**src/hdl/pdsel_pkg.sv**
```systemverilog
// Shared types and constants for the power offer selector.
package pdsel_pkg;

    // Field widths
    localparam int WORD_W   = 32;
    localparam int UNITS_W  = 10;
    localparam int MV_W     = 16;
    localparam int MA_W     = 14;
    localparam int POWER_W  = 29;
    localparam int LIMIT_W  = 20;
    localparam int COUNT_W  = 3;
    localparam int DIV_CNT_W = 5;
    localparam int DIV_STEPS = POWER_W;

    // Offer word decoding
    localparam logic [1:0] TYPE_BATTERY = 2'b01;
    localparam logic [MV_W-1:0]    MV_PER_UNIT      = 16'd50;
    localparam logic [MA_W-1:0]    MA_PER_UNIT      = 14'd10;
    localparam logic [POWER_W-1:0] BATT_UW_PER_UNIT = 29'd250000;
    localparam logic [LIMIT_W-1:0] LIMIT_MAX        = 20'hFFFFF;
    localparam logic [MV_W-1:0]    CAP_RESET        = 16'hFFFF;

    // Result status codes
    localparam logic STATUS_OK      = 1'b0;
    localparam logic STATUS_NO_PDO  = 1'b1;

    typedef struct packed {
        logic [WORD_W-1:0] offer_word;
        logic              last_offer;
    } offer_in_t;

    typedef struct packed {
        logic               status;
        logic [WORD_W-1:0]  request_word;
        logic [LIMIT_W-1:0] current_limit_ma;
        logic [MV_W-1:0]    voltage_mv;
    } result_t;

    typedef enum logic [2:0] {
        ST_IDLE,
        ST_MULT,
        ST_CMP,
        ST_DIV_SET,
        ST_DIV,
        ST_FINISH
    } state_t;

    // Controller to datapath
    typedef struct packed {
        logic load;
        logic mult;
        logic compare;
        logic div_init;
        logic div_step;
        logic finish;
    } cmd_t;

    // Datapath to controller
    typedef struct packed {
        logic last;
        logic div_needed;
        logic div_done;
        logic out_free;
    } status_t;

endpackage

```
**src/hdl/pdsel_datapath.sv**
```systemverilog
// Datapath: offer decode, power product, best-offer tracking, serial divider, result register.
module pdsel_datapath #(
    parameter int MAX_OFFERS = 7
) (
    input  logic                aclk,
    input  logic                aresetn,
    input  pdsel_pkg::cmd_t     cmd,
    output pdsel_pkg::status_t  stat,
    input  pdsel_pkg::offer_in_t in_data,
    input  logic                cfg_we,
    input  logic [15:0]         cfg_wdata,
    output logic                m_valid,
    input  logic                m_ready,
    output pdsel_pkg::result_t  m_data
);

    localparam logic [pdsel_pkg::COUNT_W-1:0] MAX_CNT = pdsel_pkg::COUNT_W'(MAX_OFFERS);

    // Captured offer
    logic [pdsel_pkg::UNITS_W-1:0] units_reg;
    logic [pdsel_pkg::MV_W-1:0]    mv_reg;
    logic [pdsel_pkg::MA_W-1:0]    ma_reg;
    logic                          battery_reg;
    logic                          last_reg;
    logic [pdsel_pkg::POWER_W-1:0] power_reg;

    // List state
    logic [pdsel_pkg::COUNT_W-1:0] offer_count_reg;
    logic [pdsel_pkg::COUNT_W-1:0] best_position_reg;
    logic                          best_found_reg;
    logic [pdsel_pkg::POWER_W-1:0] best_power_reg;
    logic [pdsel_pkg::MV_W-1:0]    best_voltage_reg;
    logic [pdsel_pkg::UNITS_W-1:0] best_units_reg;
    logic                          best_is_battery_reg;

    logic [pdsel_pkg::MV_W-1:0]    cap_reg;

    // Divider
    logic [pdsel_pkg::POWER_W-1:0]   quo_reg;
    logic [pdsel_pkg::MV_W-1:0]      rem_reg;
    logic [pdsel_pkg::DIV_CNT_W-1:0] div_cnt_reg;

    logic               out_valid_reg;
    pdsel_pkg::result_t out_reg;

    logic [pdsel_pkg::POWER_W-1:0] prod;
    logic [pdsel_pkg::POWER_W-1:0] batt_power;
    logic                          take;
    logic [pdsel_pkg::MV_W:0]      trial;
    logic [pdsel_pkg::MV_W:0]      shifted;
    logic [pdsel_pkg::LIMIT_W-1:0] limit;
    logic [2:0]                    index1;
    pdsel_pkg::result_t            result_next;

    // Power of the captured offer
    assign prod       = pdsel_pkg::POWER_W'(ma_reg) * pdsel_pkg::POWER_W'(mv_reg);
    assign batt_power = pdsel_pkg::POWER_W'(units_reg) * pdsel_pkg::BATT_UW_PER_UNIT;

    // Offer wins on strictly greater power within the cap, while slots remain
    assign take = (offer_count_reg < MAX_CNT) && (power_reg > best_power_reg)
                  && (mv_reg <= cap_reg);

    // One restoring division step
    assign shifted = {rem_reg, quo_reg[pdsel_pkg::POWER_W-1]};
    assign trial   = shifted - {1'b0, best_voltage_reg};

    // Result assembly
    always_comb begin
        index1 = best_position_reg + 3'd1;
        if (best_is_battery_reg) begin
            if (best_voltage_reg == '0) begin
                limit = pdsel_pkg::LIMIT_MAX;
            end else if (|quo_reg[pdsel_pkg::POWER_W-1:pdsel_pkg::LIMIT_W]) begin
                limit = pdsel_pkg::LIMIT_MAX;
            end else begin
                limit = quo_reg[pdsel_pkg::LIMIT_W-1:0];
            end
        end else begin
            limit = pdsel_pkg::LIMIT_W'(pdsel_pkg::MA_W'(best_units_reg) * pdsel_pkg::MA_PER_UNIT);
        end
        if (best_found_reg) begin
            result_next.status           = pdsel_pkg::STATUS_OK;
            result_next.request_word     = {1'b0, index1, 8'd0, 1'b0,
                                            best_units_reg[pdsel_pkg::UNITS_W-1:1],
                                            best_units_reg};
            result_next.current_limit_ma = limit;
            result_next.voltage_mv       = best_voltage_reg;
        end else begin
            result_next.status           = pdsel_pkg::STATUS_NO_PDO;
            result_next.request_word     = '0;
            result_next.current_limit_ma = '0;
            result_next.voltage_mv       = '0;
        end
    end

    // Status to controller
    assign stat.last       = last_reg;
    assign stat.div_needed = best_found_reg && best_is_battery_reg && (best_voltage_reg != '0);
    assign stat.div_done   = (div_cnt_reg == pdsel_pkg::DIV_CNT_W'(pdsel_pkg::DIV_STEPS - 1));
    assign stat.out_free   = !out_valid_reg || m_ready;

    // Offer capture and power
    always_ff @(posedge aclk) begin
        if (cmd.load) begin
            units_reg   <= in_data.offer_word[9:0];
            mv_reg      <= pdsel_pkg::MV_W'(in_data.offer_word[19:10]) * pdsel_pkg::MV_PER_UNIT;
            ma_reg      <= pdsel_pkg::MA_W'(in_data.offer_word[9:0]) * pdsel_pkg::MA_PER_UNIT;
            battery_reg <= (in_data.offer_word[31:30] == pdsel_pkg::TYPE_BATTERY);
        end
        if (cmd.mult) begin
            power_reg <= battery_reg ? batt_power : prod;
        end
    end

    always_ff @(posedge aclk) begin
        if (!aresetn) begin
            last_reg <= 1'b0;
        end else if (cmd.load) begin
            last_reg <= in_data.last_offer;
        end
    end

    // Voltage cap register
    always_ff @(posedge aclk) begin
        if (!aresetn) begin
            cap_reg <= pdsel_pkg::CAP_RESET;
        end else if (cfg_we) begin
            cap_reg <= cfg_wdata;
        end
    end

    // Best offer tracking, cleared once the result is issued
    always_ff @(posedge aclk) begin
        if (!aresetn || cmd.finish) begin
            offer_count_reg     <= '0;
            best_position_reg   <= '0;
            best_found_reg      <= 1'b0;
            best_power_reg      <= '0;
            best_voltage_reg    <= '0;
            best_units_reg      <= '0;
            best_is_battery_reg <= 1'b0;
        end else if (cmd.compare) begin
            if (offer_count_reg < MAX_CNT) begin
                offer_count_reg <= offer_count_reg + 3'd1;
            end
            if (take) begin
                best_found_reg      <= 1'b1;
                best_position_reg   <= offer_count_reg;
                best_power_reg      <= power_reg;
                best_voltage_reg    <= mv_reg;
                best_units_reg      <= units_reg;
                best_is_battery_reg <= battery_reg;
            end
        end
    end

    // Serial divider, one quotient bit per cycle
    always_ff @(posedge aclk) begin
        if (cmd.div_init) begin
            quo_reg     <= best_power_reg;
            rem_reg     <= '0;
            div_cnt_reg <= '0;
        end else if (cmd.div_step) begin
            if (trial[pdsel_pkg::MV_W]) begin
                rem_reg <= shifted[pdsel_pkg::MV_W-1:0];
                quo_reg <= {quo_reg[pdsel_pkg::POWER_W-2:0], 1'b0};
            end else begin
                rem_reg <= trial[pdsel_pkg::MV_W-1:0];
                quo_reg <= {quo_reg[pdsel_pkg::POWER_W-2:0], 1'b1};
            end
            div_cnt_reg <= div_cnt_reg + 5'd1;
        end
    end

    // Result register
    always_ff @(posedge aclk) begin
        if (!aresetn) begin
            out_valid_reg <= 1'b0;
        end else if (cmd.finish) begin
            out_valid_reg <= 1'b1;
        end else if (m_ready) begin
            out_valid_reg <= 1'b0;
        end
    end

    always_ff @(posedge aclk) begin
        if (cmd.finish) begin
            out_reg <= result_next;
        end
    end

    assign m_valid = out_valid_reg;
    assign m_data  = out_reg;

    // Checks
    a_count_bound: assert property (@(posedge aclk) disable iff (!aresetn)
        offer_count_reg <= MAX_CNT)
        else $error("offer count beyond limit");

    a_clear_after_finish: assert property (@(posedge aclk) disable iff (!aresetn)
        cmd.finish |=> (offer_count_reg == '0) && !best_found_reg)
        else $error("list state not cleared after result");

    a_none_zero_power: assert property (@(posedge aclk) disable iff (!aresetn)
        !best_found_reg |-> (best_power_reg == '0))
        else $error("power held with no offer kept");

    a_rem_bound: assert property (@(posedge aclk) disable iff (!aresetn)
        cmd.div_step |-> (rem_reg < best_voltage_reg))
        else $error("divider remainder out of range");

    a_finish_free: assert property (@(posedge aclk) disable iff (!aresetn)
        cmd.finish |-> stat.out_free)
        else $error("result overwritten before transfer");

endmodule

```
**src/hdl/pdsel_ctrl.sv**
```systemverilog
// Controller: sequences capture, power, compare per offer, then divide and result issue.
module pdsel_ctrl (
    input  logic                aclk,
    input  logic                aresetn,
    input  logic                s_valid,
    output logic                s_ready,
    input  pdsel_pkg::status_t  stat,
    output pdsel_pkg::cmd_t     cmd
);

    pdsel_pkg::state_t state_reg;
    pdsel_pkg::state_t state_next;

    // State register
    always_ff @(posedge aclk) begin
        if (!aresetn) begin
            state_reg <= pdsel_pkg::ST_IDLE;
        end else begin
            state_reg <= state_next;
        end
    end

    // Next state and commands
    always_comb begin
        state_next = state_reg;
        cmd        = '0;
        s_ready    = 1'b0;
        case (state_reg)
            pdsel_pkg::ST_IDLE: begin
                s_ready = 1'b1;
                if (s_valid) begin
                    cmd.load   = 1'b1;
                    state_next = pdsel_pkg::ST_MULT;
                end
            end
            pdsel_pkg::ST_MULT: begin
                cmd.mult   = 1'b1;
                state_next = pdsel_pkg::ST_CMP;
            end
            pdsel_pkg::ST_CMP: begin
                cmd.compare = 1'b1;
                state_next  = stat.last ? pdsel_pkg::ST_DIV_SET : pdsel_pkg::ST_IDLE;
            end
            pdsel_pkg::ST_DIV_SET: begin
                cmd.div_init = 1'b1;
                state_next   = stat.div_needed ? pdsel_pkg::ST_DIV : pdsel_pkg::ST_FINISH;
            end
            pdsel_pkg::ST_DIV: begin
                cmd.div_step = 1'b1;
                if (stat.div_done) begin
                    state_next = pdsel_pkg::ST_FINISH;
                end
            end
            pdsel_pkg::ST_FINISH: begin
                if (stat.out_free) begin
                    cmd.finish = 1'b1;
                    state_next = pdsel_pkg::ST_IDLE;
                end
            end
            default: begin
                state_next = pdsel_pkg::ST_IDLE;
            end
        endcase
    end

    // Checks
    a_ready_idle: assert property (@(posedge aclk) disable iff (!aresetn)
        (s_valid && s_ready) |=> (state_reg == pdsel_pkg::ST_MULT))
        else $error("transfer not followed by power stage");

    a_div_exit: assert property (@(posedge aclk) disable iff (!aresetn)
        (state_reg == pdsel_pkg::ST_DIV && stat.div_done) |=> (state_reg == pdsel_pkg::ST_FINISH))
        else $error("divider completion missed");

    a_one_cmd: assert property (@(posedge aclk) disable iff (!aresetn)
        $onehot0(cmd))
        else $error("more than one datapath command");

endmodule

```
**src/hdl/pd_source_offer_selector.sv**
```systemverilog
// Top level of the USB PD source offer selector.
//
//  Channel  Ports                      Direction  Carries
//  input    s_valid s_ready s_data     in         offer word and last mark
//  result   m_valid m_ready m_data     out        status, request, limit, voltage
//  config   cfg_we cfg_wdata           in         voltage cap in mV
//
// Each offer passes capture, power product and compare before the next is taken.
// The last offer adds a divider setup step and a finish step, and on a battery best offer
// the bit-serial divider, which produces one quotient bit per cycle.
// Reset (aresetn low, synchronous) clears the list state and sets the cap to 65535 mV.
// A result waits in its output register; a stalled result holds only the finish step.
module pd_source_offer_selector #(
    parameter int MAX_OFFERS = 7
) (
    input  logic                 aclk,
    input  logic                 aresetn,
    input  logic                 s_valid,
    output logic                 s_ready,
    input  pdsel_pkg::offer_in_t s_data,
    output logic                 m_valid,
    input  logic                 m_ready,
    output pdsel_pkg::result_t   m_data,
    input  logic                 cfg_we,
    input  logic [15:0]          cfg_wdata
);

    pdsel_pkg::cmd_t    cmd;
    pdsel_pkg::status_t stat;

    // Sequencer
    pdsel_ctrl u_ctrl (
        .aclk    (aclk),
        .aresetn (aresetn),
        .s_valid (s_valid),
        .s_ready (s_ready),
        .stat    (stat),
        .cmd     (cmd)
    );

    // Arithmetic and storage
    pdsel_datapath #(
        .MAX_OFFERS (MAX_OFFERS)
    ) u_datapath (
        .aclk      (aclk),
        .aresetn   (aresetn),
        .cmd       (cmd),
        .stat      (stat),
        .in_data   (s_data),
        .cfg_we    (cfg_we),
        .cfg_wdata (cfg_wdata),
        .m_valid   (m_valid),
        .m_ready   (m_ready),
        .m_data    (m_data)
    );

endmodule
```
**config.mk**
```make
export PLATFORM = sky130hd
export DESIGN_NAME = pd_source_offer_selector
export DESIGN_NICKNAME = d
export VERILOG_FILES = /design/src/hdl/pdsel_pkg.sv /design/src/hdl/pdsel_datapath.sv /design/src/hdl/pdsel_ctrl.sv /design/src/hdl/pd_source_offer_selector.sv
export SDC_FILE = /design/constraint.sdc
export NUM_CORES = 1
export LEC_CHECK = 0
export CORE_MARGIN = 2
export CORE_UTILIZATION = 40
export CTS_BUF_LIST = sky130_fd_sc_hd__clkbuf_16
export CTS_CLUSTER_SIZE = 30
export DETAILED_ROUTE_END_ITERATION = 10
export DONT_BUFFER_PORTS = 1
export HOLD_SLACK_MARGIN = 0.03
export SLEW_MARGIN = 10
export SYNTH_ARGS = -nofsm -noshare
export SYNTH_HDL_FRONTEND = slang
export SYNTH_SLANG_ARGS = --single-unit
```
**constraint.sdc**
```tcl
create_clock -name aclk -period 7.9 [get_ports aclk]
set_input_delay 1.185 -clock aclk [delete_from_list [all_inputs] [get_ports aclk]]
set_output_delay 1.185 -clock aclk [all_outputs]
set_load 0.03 [all_outputs]
```
### Word level (Yosys, flattened, before mapping)

Index checks and enable logic that the tools add are counted.

* muxes and demuxes: 26
* order comparisons: 3
* reduce and logical (&&, ||, !) cells: 18
* multipliers: 5
* equality and inequality tests: 10
* add/subtract/negate cells: 4

Operators by type and width (number)
* $mux W69: 1
* $mux W20: 3
* $mux W29: 2
* $gt A29 B29 Y1: 1
* $mux W28: 1
* $mul A13 B15 Y27: 1
* $mul A10 B3 Y13 const B: 2
* $mul A10 B14 Y24 const B: 1
* $pmux W3 S6: 1
* $sub A17 B16 Y17: 1
* $le A16 B16 Y1: 1
* $logic_not A16 Y1: 1
* $mux W16: 1
* $reduce_bool A16 Y1: 1
* $mul A10 B5 Y15 const B: 1
* $mux W1: 13
* $mux W3: 3
* $reduce_or A9 Y1: 1
* $add A3 B1 Y3 const B: 2
* $eq A3 B2 Y1 const B: 2
* $eq A3 B3 Y1 const B: 2
* $ne A2 B2 Y1 const B: 3
* $reduce_and A2 Y1: 3
* $add A5 B1 Y5 const B: 1
* 11 further kinds: 17

* flip-flop bits (word level): 265

### Logic depth before layout (Yosys ltp)

* depth in word-level cells: 5
* gate-level depth with buffers: 21
* mapped depth without buffers: 20

### Modules after synthesis

A second synthesis with hierarchy kept.

* cell total of the unflattened synthesis: 2266
* area total of the unflattened synthesis: 21748.4 um^2

Modules (own cells, without submodules)
* pdsel_datapath: seq. area each 6246.0 um^2, cells each 2238, area each 21519.4 um^2, times used 1
* pdsel_ctrl: seq. area each 60.1 um^2, cells each 28, area each 229.0 um^2, times used 1

### Worst setup path after synthesis

OpenSTA, ideal clock, no wires.

* kind: reg2reg
* start point: reg u_datapath.units_reg[1] (netlist name)
* end point: reg u_datapath.power_reg[26] (netlist name), data pin
* clock period less this slack: 5.553 ns
* library setup time: 0.272 ns
* slack: 2.347 ns
* stages on the path, launching flop included: 21
* buffers on the path: 1
* arrival time: 5.282 ns
* cells stage by stage: edfxtp_1 -> buf_1 -> and2_1 -> fa_1 -> inv_1 -> fa_1 -> inv_1 -> fa_1 -> inv_1 -> fa_1 -> fa_1 -> inv_1 -> ha_1 -> o21ai_0 -> nor2_1 -> o31a_1 -> o21a_1 -> a221o_1 -> a31oi_1 -> xor2_1 -> mux2i_1

* word-level cells in the longest chain between the ends: 2

Ends and longest elaborated chain
* from (decl): RTL line pdsel_datapath.sv:20 `logic [pdsel_pkg::UNITS_W-1:0] units_reg;`
* from (signal assigned): RTL line pdsel_datapath.sv:105 `units_reg <= in_data.offer_word[9:0];`
* $mul A10 B14 Y24: RTL line pdsel_datapath.sv:57 `assign batt_power = pdsel_pkg::POWER_W'(units_reg) * pdsel_pkg::BATT_UW_PER_UNIT;`
* $mux W28: RTL line pdsel_datapath.sv:111 `power_reg <= battery_reg ? batt_power : prod;`
* to (signal assigned): RTL line pdsel_datapath.sv:111
* to (decl): RTL line pdsel_datapath.sv:25 `logic [pdsel_pkg::POWER_W-1:0] power_reg;`

No other way between the ends.
A chain may end at the register's enable or synchronous reset.

### Worst setup path in the final report

* start point: reg u_datapath.ma_reg[4] (netlist name)
* end point: reg u_datapath.power_reg[21] (netlist name), data pin

* word-level cells in the longest chain between the ends: 2

Ends and longest elaborated chain
* from (decl): RTL line pdsel_datapath.sv:22 `logic [pdsel_pkg::MA_W-1:0] ma_reg;`
* from (signal assigned): RTL line pdsel_datapath.sv:107 `ma_reg <= pdsel_pkg::MA_W'(in_data.offer_word[9:0]) * pdsel_pkg::MA_PER_UNIT;`
* $mul A13 B15 Y27: RTL line pdsel_datapath.sv:56 `assign prod = pdsel_pkg::POWER_W'(ma_reg) * pdsel_pkg::POWER_W'(mv_reg);`
* $mux W28: RTL line pdsel_datapath.sv:111

No other way between the ends.

==> flow_summary.toml <==
[clock_network]
clockBufferDepth = 3
clock_latency_ns = 0.57
ctsRootBufferMaster = "clkbuf_16"
htree_levels = 1
holdBufCountCts = 0
cts_buffers = 28
post_cts_resized = 0
cts.clk_slew.worst_paths_ns = 0.06
cts_tree = "yes"
postCtsSetupBuffers = 0
cts_sinks = 244

[finish]
drive_gt1_frac = 0.03037
antenna_cells = 0
largest_reg_flops = 49
syn_to_final_growth_pct = 6.575
final_nets = 2618
final_cells = 2828

[logic_synthesis]
synth_cell_types = 67
syn_area_um2 = 21100
synth_common_cells = "367 x inv_1, 271 x ha_1, 198 x nand2_1"
synth-seq-cells = 244
synth_ff_type = "edfxtp_1"
yosys-top-cells-area = "edfxtp_1 20%, fa_1 17%, ha_1 16%"
synth_edf_count = 142
synth.yosys.seq_area_share = 0.2988
yosys.area.top_type = "edfxtp_1"
syn_inst = 2162
synth_top_cell_area_share = 0.2021
async_flop_share = 0
synth_warnings = 0
synth_area_per_cell_um2 = 9.761
yosys.cell_count.top_type = "inv_1"

[detailed_routing]
drt_iter0_markers = 669
vias = 14410
drt_wl_total_um = 45610
wire_per_inst_um = 16.13
ant_nets = 0
drcViolationCount = 0
drtPass1Iterations = 7
routed_via_density = 5.097

[floorplan]
dieWidth_um = 233.7
start_util = 0.4032
dieArea_um2 = 54610
std_cell_rows = 84
io-pin-count = 125
core-area_um2 = 52340
die_y_um = 233.7

[placed_design]
place_inst = 2776
dp_worst_setup_slack_ns = 1.823
io_buffers = 0
gp_congestion = 0.8575
hpwl_um = 34890

[worst_setup_path]
crit_slowest_cell = "edfxtp_1"
crit_required_ns = 8.20
crit_type = "reg2reg"
crit_top_cell = "fa_1"
cp_slowest_stage_delay_ns = 0.67
end_kind = "register"
critPathLaunchType = "register"
cp_max_fo = 15
path_cells = "and2_1, fa_1, inv_1, fa_1, inv_1, fa_1, fa_1, inv_1, fa_1, inv_1, ha_1, a21oi_1, o21ai_0, a31oi_1, o21ai_0, a211o_1, a31oi_1, xor2_1, mux2i_1"
arrival_ns = 6.35
cp.buffers_inverters = 4
crit_family = "adder cells"

[sta]
skew_ns = 0.01615
worst_slew_pin_slew_ns = 1.239
slew_viol_final = 0
max_freq_mhz = 165.1
setup_ws_ns = 1.843
finalCriticalPeriod_ns = 6.057
setup_viol = 0
grt_setup_unrepaired = "no"
hold_viol = 0
fin_tns_setup_ns = 0
relSlewSlack = 0.1709
fin_crit_sh = 0.7667

[global_route]
grt_pass1_wl_um = 76310
grt_pass1_vias = 15220
grt_start_max_net_pins = 61
antenna_found_initial = 0
track_usage = 0.1732
grt.overflow.total = 0

[run_status]
outcome = "completed"

[flow_run]
max_cap_violations = 0

[worst_hold_path]
min_path_type = "reg2reg"
-- cell families (layout without fill, tap and decap cells) --
family | after synthesis | count (layout) | share of synthesized area
AO/OA/AOI/OAI | 293 | 293 | 0.09077
XOR/XNOR | 82 | 82 | 0.03492
adder cells (fa/ha/maj) | 446 | 446 | 0.3267
buffers and inverters | 462 | 430 | 0.08763
flip-flops | 244 | 244 | 0.2988
multiplexers | 82 | 82 | 0.03913
other | 1 | 11 | 0.0001777
AND/OR/NAND/NOR | 552 | 552 | 0.1219
-- layout by cell type, fill, tap and decap left out, types with 12 or more instances in the layout --
master,n
a211oi_1,18
a21o_1,32
a21oi_1,67
a31oi_1,12
and2_1,113
clkbuf_16,28
dfxtp_1,102
edfxtp_1,142
fa_1,175
ha_1,271
inv_1,378
mux2i_1,78
nand2_1,198
nand4_1,16
nor2_1,156
nor2b_1,13
o211ai_1,19
o21ai_0,68
o21bai_1,16
xnor2_1,53
xor2_1,28
-- area by class of cell --
cell class / count / area, um^2
Inverter: 369 / 1385
Timing Repair Buffer: 9 / 67.56
Clock inverter: 24 / 157.7
Tap cell: 688 / 860.8
Fill cell: 5029 / 29850
Sequential cell: 244 / 6306
Clock buffer: 28 / 700.7
Multi-Input combinational cell: 1466 / 13010
-- through the flow --
| step | hold WS, ns | utilization | cell area [um^2] |
|---|---|---|---|
| after detailed placement | 0.4647 | 0.4133 | 21630 |
| after floorplan | 0.4320 | - | 21140 |
| final | 0.4715 | 0.4297 | 22490 |
| after global placement | 0.4603 | 0.4133 | 21630 |
| after global routing | 0.4966 | 0.4297 | 22490 |
| after CTS | 0.4733 | 0.4297 | 22490 |
-- path summary, 6_finish.rpt --
check | cells after the start | endpoint | startpoint | slack [ns]
worst max register to register | 19 | u_datapath.power_reg[21] | u_datapath.ma_reg[4] | 1.84
worst min register to register | 2 | u_datapath.rem_reg[7] | u_datapath.rem_reg[7] | 0.47
worst min-delay path | 2 | u_datapath.rem_reg[7] | u_datapath.rem_reg[7] | 0.47
worst max-delay path | 19 | u_datapath.power_reg[21] | u_datapath.ma_reg[4] | 1.84
-- tightest hold or removal path: stages (launching register included) --
cell and delay (ns):
dfxtp_1 0.32, nand2_1 0.05, o21ai_1 0.05
-- per-layer routing --
| layer | global-route usage | wire length (um) |
|---|---|---|
| met5 | 0 | 0 |
| met4 | 0.04074 | 878 |
| met3 | 0.02490 | 1881 |
| met2 | 0.3058 | 22220 |
| met1 | 0.2225 | 20630 |
Power is not shown: default switching activity piles up to over one toggle a cycle in this logic, so the estimate is an artifact.
